### src/hdl/xcs_pkg.sv
// Package: shared constants and types of the XMODEM checksum sender.
`default_nettype none

package xcs_pkg;

  localparam int unsigned BLOCK_BYTES = 128;
  localparam int unsigned ADDR_W      = $clog2(BLOCK_BYTES);
  localparam int unsigned FILL_W      = $clog2(BLOCK_BYTES + 1);
  localparam int unsigned SEND_W      = $clog2(BLOCK_BYTES + 4);

  localparam logic [7:0] SYM_SOH = 8'd1;
  localparam logic [7:0] SYM_EOT = 8'd4;
  localparam logic [7:0] SYM_ACK = 8'd6;
  localparam logic [7:0] SYM_NAK = 8'd21;

  typedef enum logic [1:0] {
    OP_FILE_BYTE = 2'd0,
    OP_FILE_END  = 2'd1,
    OP_LINE_BYTE = 2'd2,
    OP_TX_PULL   = 2'd3
  } op_e;

  typedef enum logic [2:0] {
    PH_WAIT_NAK = 3'd0,
    PH_LOAD     = 3'd1,
    PH_SEND     = 3'd2,
    PH_REPLY    = 3'd3,
    PH_DONE     = 3'd4
  } phase_e;

  typedef struct packed {
    logic       tx_valid;
    logic [7:0] tx_byte;
    logic       frame_last;
  } tx_res_t;

endpackage

`default_nettype wire

### src/hdl/xcs_ram.sv
// Generic single-port-write RAM with registered read.
`default_nettype none

module xcs_ram #(
  parameter int unsigned WIDTH = 8,
  parameter int unsigned DEPTH = 128
) (
  input  wire logic                     clk_i,
  input  wire logic                     we_i,
  input  wire logic [$clog2(DEPTH)-1:0] waddr_i,
  input  wire logic [WIDTH-1:0]         wdata_i,
  input  wire logic [$clog2(DEPTH)-1:0] raddr_i,
  output logic      [WIDTH-1:0]         rdata_o
);

  logic [WIDTH-1:0] mem_q [DEPTH];
  logic [WIDTH-1:0] rdata_q;

  always_ff @(posedge clk_i) begin
    if (we_i) begin
      mem_q[waddr_i] <= wdata_i;
    end
    rdata_q <= mem_q[raddr_i];
  end

  assign rdata_o = rdata_q;

endmodule

`default_nettype wire

### src/hdl/xmodem_checksum_sender.sv
// Top level: XMODEM sender with 8-bit checksum and 128-byte block buffer.
//
// Input stream (s_axis): tuser carries the operation (file byte, end of
// file, byte received from the line, transmitter pull), tdata the byte.
// Every accepted transaction yields exactly one result transaction on
// m_axis: tuser flags a byte to send, tdata carries that byte with the
// packet number, sender status and buffer-free flag, tlast marks the
// checksum byte of a frame or EOT.
// The result is registered at the edge that accepts the transaction.
// One transaction per cycle is sustained while results are taken; the block
// buffer is read one pull ahead, its address taken from the next state.
// The configuration channel writes the pad byte and is always ready.
// After reset the sender awaits the first NAK with an empty buffer and
// packet number 1; the buffer contents are not cleared.
// When the receiver stalls, the result register holds and s_axis_tready
// drops only while the held result is not taken.
`default_nettype none

module xmodem_checksum_sender
  import xcs_pkg::*;
(
  input  wire logic        clk_i,
  input  wire logic        rst_ni,
  input  wire logic        cfg_valid_i,
  output logic             cfg_ready_o,
  input  wire logic [7:0]  cfg_data_i,
  input  wire logic        s_axis_tvalid,
  output logic             s_axis_tready,
  input  wire logic [7:0]  s_axis_tdata,   // data_byte
  input  wire logic [1:0]  s_axis_tuser,   // operation
  output logic             m_axis_tvalid,
  input  wire logic        m_axis_tready,
  output logic [23:0]      m_axis_tdata,   // tx_byte, packet_number,
                                           // sender_status, buffer_free, zero fill
  output logic             m_axis_tlast,   // frame_last
  output logic             m_axis_tuser    // tx_valid
);

  phase_e            phase_q, phase_d;
  logic [FILL_W-1:0] fill_q, fill_d;
  logic [SEND_W-1:0] idx_q, idx_d;
  logic [7:0]        pkt_q, pkt_d;
  logic [7:0]        sum_q, sum_d;
  logic              ended_q, ended_d;
  logic [7:0]        pad_q;

  logic              out_valid_q;
  tx_res_t           res_q;
  logic [7:0]        pkt_out_q;
  logic [2:0]        status_q;
  logic              free_q;

  op_e               op;
  logic              accept;
  logic              can_accept;
  logic              settle;
  logic              wr_en;
  logic [7:0]        rd_data;
  logic [SEND_W-1:0] k_q, k_d;
  logic              free_d;
  tx_res_t           res_d;

  assign op            = op_e'(s_axis_tuser);
  assign s_axis_tready = !out_valid_q || m_axis_tready;
  assign accept        = s_axis_tvalid && s_axis_tready;
  assign cfg_ready_o   = 1'b1;

  assign can_accept = (phase_q == PH_WAIT_NAK || phase_q == PH_LOAD) && !ended_q &&
                      ({1'b0, fill_q} < (FILL_W + 1)'(BLOCK_BYTES));
  assign k_q = idx_q - SEND_W'(3);
  assign k_d = idx_d - SEND_W'(3);

  xcs_ram #(
    .WIDTH (8),
    .DEPTH (BLOCK_BYTES)
  ) u_block_ram (
    .clk_i   (clk_i),
    .we_i    (wr_en),
    .waddr_i (fill_q[ADDR_W-1:0]),
    .wdata_i (s_axis_tdata),
    .raddr_i (k_d[ADDR_W-1:0]),
    .rdata_o (rd_data)
  );

  // Result byte of a pull.
  always_comb begin
    res_d = '0;
    if (accept && op == OP_TX_PULL) begin
      if (phase_q == PH_SEND) begin
        res_d.tx_valid = 1'b1;
        if (idx_q == SEND_W'(0)) begin
          res_d.tx_byte = SYM_SOH;
        end else if (idx_q == SEND_W'(1)) begin
          res_d.tx_byte = pkt_q;
        end else if (idx_q == SEND_W'(2)) begin
          res_d.tx_byte = ~pkt_q;
        end else if (idx_q < SEND_W'(BLOCK_BYTES + 3)) begin
          res_d.tx_byte = (k_q < SEND_W'(fill_q)) ? rd_data : pad_q;
        end else begin
          res_d.tx_byte    = sum_q;
          res_d.frame_last = 1'b1;
        end
      end else if (phase_q == PH_LOAD && ended_q && fill_q == '0) begin
        res_d.tx_valid   = 1'b1;
        res_d.tx_byte    = SYM_EOT;
        res_d.frame_last = 1'b1;
      end
    end
  end

  // Next state.
  always_comb begin
    phase_d = phase_q;
    fill_d  = fill_q;
    idx_d   = idx_q;
    pkt_d   = pkt_q;
    sum_d   = sum_q;
    ended_d = ended_q;
    settle  = 1'b0;
    wr_en   = 1'b0;
    if (accept) begin
      case (op)
        OP_FILE_BYTE: begin
          if (can_accept) begin
            wr_en  = 1'b1;
            fill_d = fill_q + FILL_W'(1);
            settle = 1'b1;
          end
        end
        OP_FILE_END: begin
          if (phase_q != PH_DONE) begin
            ended_d = 1'b1;
            settle  = 1'b1;
          end
        end
        OP_LINE_BYTE: begin
          if (phase_q == PH_WAIT_NAK) begin
            if (s_axis_tdata == SYM_NAK) begin
              phase_d = PH_LOAD;
              settle  = 1'b1;
            end
          end else if (phase_q == PH_REPLY) begin
            if (s_axis_tdata == SYM_ACK) begin
              pkt_d   = pkt_q + 8'd1;
              fill_d  = '0;
              phase_d = PH_LOAD;
              settle  = 1'b1;
            end else if (s_axis_tdata == SYM_NAK) begin
              phase_d = PH_SEND;
              idx_d   = '0;
              sum_d   = '0;
            end
          end
        end
        OP_TX_PULL: begin
          if (phase_q == PH_SEND) begin
            if (res_d.frame_last) begin
              phase_d = PH_REPLY;
            end else begin
              idx_d = idx_q + SEND_W'(1);
              if (idx_q > SEND_W'(2)) begin
                sum_d = sum_q + res_d.tx_byte;
              end
            end
          end else if (res_d.tx_valid) begin
            phase_d = PH_DONE;
          end
        end
        default: begin
        end
      endcase
      if (settle && phase_d == PH_LOAD &&
          ({1'b0, fill_d} >= (FILL_W + 1)'(BLOCK_BYTES) ||
           (ended_d && fill_d != '0))) begin
        phase_d = PH_SEND;
        idx_d   = '0;
        sum_d   = '0;
      end
    end
  end

  assign free_d = (phase_d == PH_WAIT_NAK || phase_d == PH_LOAD) && !ended_d &&
                  ({1'b0, fill_d} < (FILL_W + 1)'(BLOCK_BYTES));

  always_ff @(posedge clk_i or negedge rst_ni) begin
    if (!rst_ni) begin
      phase_q     <= PH_WAIT_NAK;
      fill_q      <= '0;
      idx_q       <= '0;
      pkt_q       <= 8'd1;
      sum_q       <= '0;
      ended_q     <= 1'b0;
      pad_q       <= '0;
      out_valid_q <= 1'b0;
    end else begin
      phase_q <= phase_d;
      fill_q  <= fill_d;
      idx_q   <= idx_d;
      pkt_q   <= pkt_d;
      sum_q   <= sum_d;
      ended_q <= ended_d;
      if (cfg_valid_i && cfg_ready_o) begin
        pad_q <= cfg_data_i;
      end
      if (accept) begin
        out_valid_q <= 1'b1;
      end else if (m_axis_tready) begin
        out_valid_q <= 1'b0;
      end
    end
  end

  always_ff @(posedge clk_i) begin
    if (accept) begin
      res_q     <= res_d;
      pkt_out_q <= pkt_d;
      status_q  <= phase_d;
      free_q    <= free_d;
    end
  end

  assign m_axis_tvalid = out_valid_q;
  assign m_axis_tdata  = {4'b0000, free_q, status_q, pkt_out_q, res_q.tx_byte};
  assign m_axis_tlast  = res_q.frame_last;
  assign m_axis_tuser  = res_q.tx_valid;

endmodule

`default_nettype wire

### config.mk
export PLATFORM = sky130hd
export DESIGN_NAME = xmodem_checksum_sender
export DESIGN_NICKNAME = d
export VERILOG_FILES = /design/src/hdl/xcs_pkg.sv /design/src/hdl/xcs_ram.sv /design/src/hdl/xmodem_checksum_sender.sv
export SDC_FILE = /design/constraint.sdc
export NUM_CORES = 1
export LEC_CHECK = 0
export BUFFER_PORTS_ARGS = -buffer_cell sky130_fd_sc_hd__buf_2
export CORE_UTILIZATION = 55
export DETAILED_ROUTE_END_ITERATION = 7
export PLACE_DENSITY = 0.71
export SLEW_MARGIN = 5
export SYNTH_ARGS = -nofsm -noshare
export SYNTH_HDL_FRONTEND = slang
export SYNTH_SLANG_ARGS = --single-unit
### constraint.sdc
create_clock -name clk_i -period 12.5 [get_ports clk_i]
set_clock_uncertainty 0.1 [all_clocks]
set_input_delay 2.5 -clock clk_i [delete_from_list [all_inputs] [get_ports clk_i]]
set_output_delay 2.5 -clock clk_i [all_outputs]
set_load 0.005 [all_outputs]
### Word-level counts from Yosys, hierarchy flattened

Memories as Yosys holds them, arrays and structs flattened. A register that Yosys moved wholly into a read port is not among the register bits.
Cells that the tools add are included.

* register bits: 67
* memory bits (writable): 1024
* output and inout bits: 29
* logic and storage cells: 147
* memories: 1

Memories
* u_block_ram.mem_q: depth 128, width 8, rd ports 1, clocked after Yosys merged registers in 1, write ports 1, line xcs_ram.sv:16 `logic [WIDTH-1:0] mem_q [DEPTH];`

* add/sub/neg operators: 6
* order comparisons: 6
* equality and inequality tests: 20
* muxes and demuxes: 72
* bitwise logic cells: 1
* reductions and logical operators: 27

Operators by type and width (number)
* 8-bit two-way mux: 32
* 8-bit case mux with 2 select lines: 3
* 3-bit two-way mux: 11
* 10-bit two-way mux: 3
* 8-bit by 1-bit adder with 8-bit output (second input constant): 3
* 8-bit < comparator (second input constant): 3
* 1-bit two-way mux: 21
* 8-bit logical NOT: 2
* 3-bit != test (second input constant): 5
* 1-bit logical AND: 11
* 3-bit by 1-bit equality test with 1-bit output (second input constant): 3
* 9-bit AND reduction: 1
* 8-bit adder: 1
* 8-bit by 1-bit equality test with 1-bit output (second input constant): 1
* 8-bit by 2-bit equality test with 1-bit output (second input constant): 1
* 8-bit by 3-bit equality test with 1-bit output (second input constant): 1
* 8-bit by 5-bit equality test with 1-bit output (second input constant): 1
* 8-bit greater-or-equal comparator (second input constant): 1
* 8-bit by 2-bit > comparator with 1-bit output (second input constant): 1
* 8-bit < comparator: 1
* 8-bit inverter: 1
* 8-bit nonzero test: 1
* 8-bit by 2-bit subtractor with 8-bit output (second input constant): 1
* 7-bit by 2-bit subtractor with 7-bit output (second input constant): 1
* other kinds (13): 22

### Depth between registers and ports, before layout

Gate-level depths: netlist of run 1.

* depth in word-level cells: 22
* gate-level depth with buffers: 27
* mapped depth without buffers: 25

### Hierarchy

Synthesis of run 1 repeated with hierarchy kept, for this count alone.

* cell total of the unflattened synthesis: 2109
* area total of the unflattened synthesis: 44157.4 µm²

Modules (own cells, without submodules)
* xcs_ram: times used 1, cells each 1635, area an instance 39665.5 µm², sequential area each 30909.6 µm²
* xmodem_checksum_sender: times used 1, cells each 474, area an instance 4491.8 µm², sequential area each 1788.0 µm²

### Worst setup path before layout of run 1

Ideal clock, no wire load.

* path type: in2reg
* start: input s_axis_tuser[0]
* end: register u_block_ram.rdata_q[6], in the netlist u_block_ram.rdata_o[6], read port of u_block_ram.mem_q
* data arrival time: 7.364 ns
* path slack: 4.919 ns
* stages on the path: 24
* path through: buf_2 -> or2_0 -> buf_2 -> o41ai_1 -> a211oi_1 -> a2111oi_2 -> o31ai_1 -> o22ai_1 -> buf_6 -> inv_4 -> buf_2 -> buf_2 -> clkbuf_1 -> ha_1 -> inv_1 -> nor2_1 -> a21oi_1 -> nand2_4 -> buf_6 -> mux4_2 -> mux2i_1 -> o22ai_1 -> or4_1 -> o22a_1

* word-level cells in the longest chain between the ends: 13

RTL lines
* start: declaration: line xmodem_checksum_sender.sv:30 `input wire logic [1:0] s_axis_tuser,`
* 2-bit equality test: line xmodem_checksum_sender.sv:88, xmodem_checksum_sender.sv:122
* 1-bit logical AND: line xmodem_checksum_sender.sv:88 `if (accept && op == OP_TX_PULL) begin`
* 10-bit two-way mux: line xmodem_checksum_sender.sv:88
* 3-bit two-way mux (on tied branches): line xmodem_checksum_sender.sv:165, xmodem_checksum_sender.sv:157
* 3-bit two-way mux: line xmodem_checksum_sender.sv:156 `if (phase_q == PH_SEND) begin`
* 3-bit case mux with 2 select lines: line xmodem_checksum_sender.sv:122 `case (op)`
* 3-bit two-way mux: line xmodem_checksum_sender.sv:121 `if (accept) begin`
* 3-bit by 1-bit equality test with 1-bit output: line xmodem_checksum_sender.sv:172 `if (settle && phase_d == PH_LOAD &&`
* 1-bit logical AND (2 in a row): line xmodem_checksum_sender.sv:172
* 8-bit two-way mux *: line xmodem_checksum_sender.sv:172
* 8-bit two-way mux *: line xmodem_checksum_sender.sv:121
* named net idx_d[0]: line xmodem_checksum_sender.sv:41 `logic [SEND_W-1:0] idx_q, idx_d;`
* 7-bit by 2-bit subtractor with 7-bit output *: line xmodem_checksum_sender.sv:71 `assign k_d = idx_d - SEND_W'(3);`
* end: declaration: line xcs_ram.sv:17 `logic [WIDTH-1:0] rdata_q;`

The timed path passes the listed nets; every way through them passes the cells marked *. The select of a mux whose other input is x is not followed.
A chain may end at the register's enable or synchronous reset.

### Worst setup path after layout of run 1

* start: input s_axis_tdata[4]
* end: register u_block_ram.rdata_q[7], in the netlist u_block_ram.rdata_o[7], read port of u_block_ram.mem_q

* word-level cells in the longest chain between the ends: 13

RTL lines
* start: declaration: line xmodem_checksum_sender.sv:29 `input wire logic [7:0] s_axis_tdata,`
* parallel branches: the longest is 10 deep, another holds 8-bit greater-or-equal comparator
* 8-bit two-way mux *: line xmodem_checksum_sender.sv:172
* 8-bit two-way mux *: line xmodem_checksum_sender.sv:121
* 7-bit by 2-bit subtractor with 7-bit output *: line xmodem_checksum_sender.sv:71

Every way passes the cells marked *. The select of a mux whose other input is x is not followed.

==> impl_metrics.env, run 1 <==
export IMPL_r2r_slack_ns=3.44
export IMPL_max_vdd_ir_drop_v=0.000189
export IMPL_detail_route_vias_per_cell=6.58
export IMPL_clk_path_buf_depth=3
export IMPL_ys_seq_area_share_pct=71.7
export IMPL_final_antenna_net_count=0
export IMPL_dieArea_um2=84000
export IMPL_clk_pin_slew_ns=0.06
export IMPL_die_h_um=290
export IMPL_wire_per_inst_um=28.3
export IMPL_drt_first_iter_violations=3688
export IMPL_drv_cap=0
export IMPL_cts_setup_buffers=0
export IMPL_cts_tree="yes"
export IMPL_cts_repair_resized=0
export IMPL_grt_max_degree=149
export IMPL_crit_type="in2reg"
export IMPL_timing_final_ws_setup_ns=1.86
export IMPL_htree_levels=3
export IMPL_cp_required_ns=12.87
export IMPL_grt_pass1_vias=26400
export IMPL_fp_row_count=105
export IMPL_overflow=0
export IMPL_synth_area_per_cell_um2=15.6
export IMPL_status="finished, final reports clean"
export IMPL_dr_pass1_iters=6
export IMPL_yosys_register_bits=1099
export IMPL_maxSlewViolCount=0
export IMPL_dp_cells=3888
export IMPL_synth_edf_count=1046
export IMPL_hold_class="reg2reg"
export IMPL_syn_cell_area_um2=45600
export IMPL_antenna_cells=0
export IMPL_cts_sinks=1099
export IMPL_io_buffers=46
export IMPL_finalCritPeriodShare_pct=85.1
export IMPL_synthFlopType="edfxtp_1"
export IMPL_arrival_ns=11.01
export IMPL_io_pins=52
export IMPL_drc_errors=0
export IMPL_instances_no_fill=4087
export IMPL_vias=26900
export IMPL_fin_crit_ns=10.64
export IMPL_worstSetupEndpointType="register"
export IMPL_syn_to_final_growth_pct=9.70
export IMPL_ys_async_sr_fraction_pct=4.09
export IMPL_clock_fmax_mhz=94.0
export IMPL_report_final_hold_viol_count=0
export IMPL_place_hpwl_um=70100
export IMPL_rsz0062_at_grt="no"
export IMPL_synth_cells=2914
export IMPL_grt_pass1_wl_um=172000
export IMPL_start_kind="input pin"
export IMPL_core_area_um2=82000
export IMPL_hold_buffers=0
export IMPL_clk_latency_ns=0.68
export IMPL_ys_warn_count=0
export IMPL_antenna_found_initial=4
export IMPL_cts_buffers=110
export IMPL_wl_um=116000
export IMPL_setup_viol=0
export IMPL_nNetsFinal=2976
export IMPL_leakage_nw=16.6
export IMPL_holdWs_ns=0.411
export IMPL_layout_drive_gt1_share_pct=14.0
export IMPL_die_w_um=290
export IMPL_place_congestion=0.922
export IMPL_synth_distinct_cells=89
export IMPL_worstPathMaxFanout=90
export IMPL_start_util_pct=55.6
export IMPL_grtUsageTotal_pct=27.5
export IMPL_cellPowerDensity_nw_per_um2=226
export IMPL_cts_root_buf="clkbuf_16"
export IMPL_max_slew_margin_pct=8.46
export IMPL_place_ws_ns=1.43
export IMPL_worstMarginPinSlew_ns=1.37
export IMPL_tns_ns=0
==> per-layer routing <==
metal | wire (um) | vias up | global-route usage, %
met4 | 4290 | 4 | 10.5
met5 | 26 | - | 0
met2 | 53600 | 1565 | 42.1
met1 | 45300 | 13600 | 38.9
met3 | 12300 | 242 | 6.31
li1 | - | 11500 | -
==> registers in the layout, indices dropped and copies added, names as in the netlist, 8 cells and up <==
| name | count |
|---|---|
| m_axis_tdata | 8 |
| u_block_ram.rdata_o | 8 |
| fill_q | 8 |
| idx_q | 8 |
| u_block_ram.mem_q | 1024 |
| pkt_q | 8 |
| pkt_out_q | 8 |
| pad_q | 8 |
| sum_q | 8 |
==> stage by stage <==
step | utilization [%] | cell area (um2) | power [mW]
detailed placement | 57.0 | 46700 | 8.21
floorplan | - | 45600 | 6.93
global route | 61.0 | 50000 | 11.7
CTS | 61.0 | 50000 | 11.3
global placement | 57.0 | 46700 | 8.15
finish | 61.0 | 50000 | 11.3
==> final timing paths <==
path / start / endpoint / cells past startpoint
max in group asynchronous: rst_ni / fill_q[4]$_DFFE_PN0P_ / 2
max reg2reg: phase_q[2]$_DFF_PN0_ / u_block_ram.rdata_o[7]$_DFF_P_ / 20
min in group asynchronous: rst_ni / pad_q[2]$_DFFE_PN0P_ / 2
min reg2reg: pad_q[4]$_DFFE_PN0P_ / pad_q[4]$_DFFE_PN0P_ / 1
max: s_axis_tdata[4] / u_block_ram.rdata_o[7]$_DFF_P_ / 20
min: pad_q[4]$_DFFE_PN0P_ / pad_q[4]$_DFFE_PN0P_ / 1
==> synth_stat cells, types with 7 or more instances <==
cell type     n  area, um2
mux2i_1     135       1350
nor3_1       25        125
nor4_1       12       75.1
a311oi_1     19        166
o211ai_1      9       67.6
xor2_1        9       78.8
a21o_1       14        105
clkbuf_1     80        300
buf_2        73        365
and2_1       10       62.6
nand2_1     338       1270
edfxtp_1   1046      31400
o31ai_1      13       97.6
buf_1         9       33.8
o22ai_1      36        225
a31oi_1      38        238
nand4_1      13       81.3
buf_4        20        150
o21ai_0      88        440
o21a_1        8       60.1
mux4_2      129       2910
nand3_1      70        350
nor2_1      187        702
dfxtp_1       8        160
a221oi_1     14        123
o221ai_1     18        158
a211oi_1     44        330
inv_1        24       90.1
dfrtp_1      44       1100
a21oi_1     136        681
xnor2_1      12        105
o221a_1       7       78.8
or4_1        11       82.6
a22oi_1      19        143
mux2_2       36        405
a221o_1       8       80.1
ha_1         22        275
a2bb2oi_1     7       61.3
and3_1       32        200
==> cells by family (layout without fill, tap and decap cells) <==
logic type,Yosys count,after routing,synth area share (%)
flip-flops,1099,1099,71.7
AND/OR/NAND/NOR,729,729,7.07
AO/OA/AOI/OAI,525,525,7.61
multiplexers,301,301,10.3
buffers and inverters,214,314,2.23
adder cells (fa/ha/maj),23,23,0.648
XOR/XNOR,21,21,0.404
other,2,5,0.0165
==> critical path, stage by stage <==
cell	delay (ns)
buf_4	0.52
nor4bb_1	0.67
a41oi_1	0.18
a21boi_0	0.20
o21ai_0	0.87
o22ai_4	0.18
inv_4	0.62
ha_1	0.27
buf_4	0.42
inv_1	0.34
nor2_1	0.46
a21oi_2	0.12
buf_4	0.29
nand2_8	0.65
buf_12	0.45
mux4_2	0.39
mux2i_1	0.25
o22ai_1	0.18
nor4_1	1.05
a22oi_1	0.24
==> cells in the final DEF, fill, tap and decap left out, drive strengths merged, types with 7 or more instances in the layout <==
cell / instances
xor2: 9
inv: 29
a221o: 8
clkinv: 42
xnor2: 12
a31oi: 38
a2bb2oi: 7
and2: 11
or4: 11
dfxtp: 8
o31ai: 14
a311oi: 19
mux2: 36
o221a: 8
clkbuf: 147
o221ai: 18
mux4: 129
dfrtp: 44
a21o: 14
o22ai: 36
o21a: 8
a211oi: 44
a21oi: 137
mux2i: 136
nor4: 14
nor2: 187
o21ai: 94
nand4: 15
nand2: 339
o211ai: 9
a221oi: 14
a22oi: 19
nand3: 71
and3: 32
buf: 90
edfxtp: 1046
ha: 22
nor3: 25
==> cell type report <==
cell class / instances / area, um2
sequential: 1099 / 32700
fill: 5929 / 32000
multi-input combinational: 1604 / 11900
clock buffer: 147 / 2930
tap: 1070 / 1340
timing repair buffer: 90 / 631
clock inverter: 52 / 379
inverter: 25 / 96.3
==> report_power, final <==
group / leakage [nW] / switching (mW) / internal [mW]
sequential: 10.1 / 0.0756 / 4.07
clock: 1.62 / 1.36 / 1.72
combinational: 4.89 / 2.63 / 1.44
Power figures use the tool's default switching activity.
==> run 2: changes to the inputs <==
Settings changed: BUFFER_PORTS_ARGS -buffer_cell sky130_fd_sc_hd__buf_2 to not set, DONT_BUFFER_PORTS set to 1, PLACE_DENSITY 0.71 to 0.7.
==> run 2 against run 1 <==
Cell count down 1.5%. Sequential power about the same. Sequential cell count unchanged. Worst setup slack improved by 0.97 ns. Routed wire length is 1.6% lower. Hold slack gained 0.0022 ns. First-iteration DRC count shrank 7.4%. Global-route usage shrank 0.49 points. Core utilization decreased by 0.15 points. Clock power rose by 6%. Sequential share of layout area rose by 0.16 points. Critical endpoint is now u_block_ram.rdata_o[1]$_DFF_P_.
==> impl_metrics.env, run 2 (same netlist as run 1, synthesis figures left out) <==
export IMPL_final_cell_mix="edfxtp_1 (1046), nand2_1 (338), nor2_1 (186)"
export IMPL_grt_max_degree=135
export IMPL_cts_setup_buffers=0
export IMPL_largest_register="u_block_ram.mem_q"
export IMPL_drt_first_iter_violations=3416
export IMPL_start_kind="input pin"
export IMPL_layout_drive_gt1_share_pct=13.2
export IMPL_rr_worst_depth=19
export IMPL_cts_buffers=109
export IMPL_antenna_found_initial=2
export IMPL_holdPathStages=1
export IMPL_max_vdd_ir_drop_v=0.000182
export IMPL_maxSlewViolCount=0
export IMPL_io_buffers=0
export IMPL_drv_cap=0
export IMPL_leakage_nw=16.4
export IMPL_crit_type="in2reg"
export IMPL_cp_required_ns=12.91
export IMPL_start_util_pct=55.6
export IMPL_layout_commonest_cell="edfxtp_1"
export IMPL_hold_buffers=0
export IMPL_largest_register_ffs=1024
export IMPL_vias=26400
export IMPL_wl_um=114000
export IMPL_worstPathMaxFanout=130
export IMPL_tns_ns=0
export IMPL_cp_cell_sequence="nor4b_1 > nand3_1 > a32oi_1 > nand4_1 > o31ai_1 > o22ai_4 > inv_4 > ha_1 > buf_4 > inv_1 > nor2_1 > mux2i_4 > nand2_8 > buf_4 > a21oi_1 > o21ai_0 > a211oi_1 > nor4_1 > a22oi_1"
export IMPL_min_delay_start="pad_q[3]$_DFFE_PN0P_"
export IMPL_clock_fmax_mhz=103
export IMPL_place_congestion=0.899
export IMPL_r2r_end="u_block_ram.rdata_o[1]$_DFF_P_"
export IMPL_hold_end="pad_q[3]$_DFFE_PN0P_"
export IMPL_clk_pin_slew_ns=0.06
export IMPL_cellPowerDensity_nw_per_um2=227
export IMPL_core_area_um2=82000
export IMPL_cts_tree="yes"
export IMPL_crit_path_max_incr_delay_ns=0.80
export IMPL_worstSetupEndpointType="register"
export IMPL_wire_per_inst_um=28.2
export IMPL_r2r_slack_ns=3.86
export IMPL_die_h_um=290
export IMPL_rr_startpoint="fill_q[4]$_DFFE_PN0P_"
export IMPL_htree_levels=3
export IMPL_worstMarginPinSlew_ns=1.03
export IMPL_clk_path_buf_depth=3
export IMPL_grtUsageTotal_pct=27.1
export IMPL_detail_route_vias_per_cell=6.57
export IMPL_fin_crit_ns=9.67
export IMPL_dieArea_um2=84000
export IMPL_max_slew_margin_pct=30.9
export IMPL_slowest_stage="nor4_1"
export IMPL_io_pins=52
export IMPL_drc_errors=0
export IMPL_dr_pass1_iters=6
export IMPL_die_w_um=290
export IMPL_place_hpwl_um=66900
export IMPL_holdWs_ns=0.413
export IMPL_clk_latency_ns=0.68
export IMPL_arrival_ns=10.08
export IMPL_report_final_hold_viol_count=0
export IMPL_cts_repair_resized=0
export IMPL_setup_viol=0
export IMPL_antenna_cells=0
export IMPL_overflow=0
export IMPL_grt_pass1_vias=25800
export IMPL_final_antenna_net_count=0
export IMPL_hold_class="reg2reg"
export IMPL_cpMostUsedCell="buf_4"
export IMPL_finalCritPeriodShare_pct=77.4
export IMPL_rsz0062_at_grt="no"
export IMPL_nNetsFinal=2911
export IMPL_fp_row_count=105
export IMPL_syn_to_final_growth_pct=9.43
export IMPL_grt_pass1_wl_um=169000
export IMPL_status="finished, final reports clean"
export IMPL_cts_root_buf="clkbuf_16"
export IMPL_cts_sinks=1099
run 2: cell count changes in the layout (fill, tap and decap cells not counted), sizes merged:
cell / change
clkinv: +8
clkbuf: -10
bufinv: +5
buf: -64
inv: -2
clkinvlp: +1
run 2: worst max path at each step:
stage / to / from / slack [ns] / cells after the start
floorplan: u_block_ram.rdata_o[6]$_DFF_P_ / s_axis_tuser[0] / 4.92 / 24
global placement: u_block_ram.rdata_o[7]$_DFF_P_ / s_axis_tuser[1] / 2.59 / 19
detailed placement: u_block_ram.rdata_o[2]$_DFF_P_ / s_axis_tuser[1] / 2.42 / 19
CTS: u_block_ram.rdata_o[2]$_DFF_P_ / s_axis_tuser[1] / 3.12 / 19
global route: u_block_ram.rdata_o[2]$_DFF_P_ / s_axis_tdata[4] / 2.62 / 19
finish: u_block_ram.rdata_o[1]$_DFF_P_ / s_axis_tdata[4] / 2.83 / 19
run 2: worst max-delay path: cells and delay by family:
family	cells	cell delay (ns)
and+or+nand+nor	6	2.87
AOI/OAI and AO/OA	7	1.95
buffers and inverters	4	1.82
muxes	1	0.34
adders and majority gates	1	0.27
run 2: where the power goes:
part	total, mW	switching [mW]	leakage (nW)	internal (mW)
registers	4.15	0.0773	10.1	4.07
clock network	3.26	1.39	1.77	1.87
logic	3.94	2.52	4.61	1.43
run 2: area by class of cell:
| class | instances | area (um2) |
|---|---|---|
| Clock buffer | 137 | 2980 |
| Clock inverter | 64 | 594 |
| Fill cell | 5989 | 32100 |
| Inverter | 25 | 96.3 |
| Multi-Input combinational cell | 1604 | 11900 |
| Sequential cell | 1099 | 32700 |
| Tap cell | 1070 | 1340 |
| Timing Repair Buffer | 26 | 233 |
run 2: routing by layer:
metal / global-route usage (%) / part of all wire, % / up-vias
met1: 39.2 / 40 / 13400
met2: 42.0 / 47 / 1499
met4: 8.91 / 3.2 / 0
met5: 0 / 0 / -
li1: - / - / 11300
met3: 4.91 / 9.8 / 181
run 2: per-stage QoR:
step           instances  util [%]  instance area (um2)  setup WS, ns  power (mW)
6_report            4025      60.8                49900          2.83        11.3
5_1_grt             4025      60.8                49900          2.62        11.8
4_1_cts             4025      60.8                49900          3.12        11.3
3_5_place_dp        3824      56.5                46300          2.42        8.11
3_3_place_gp        3824      56.5                46300          2.59        8.08
2_1_floorplan       2917         -                45600          4.92        6.93
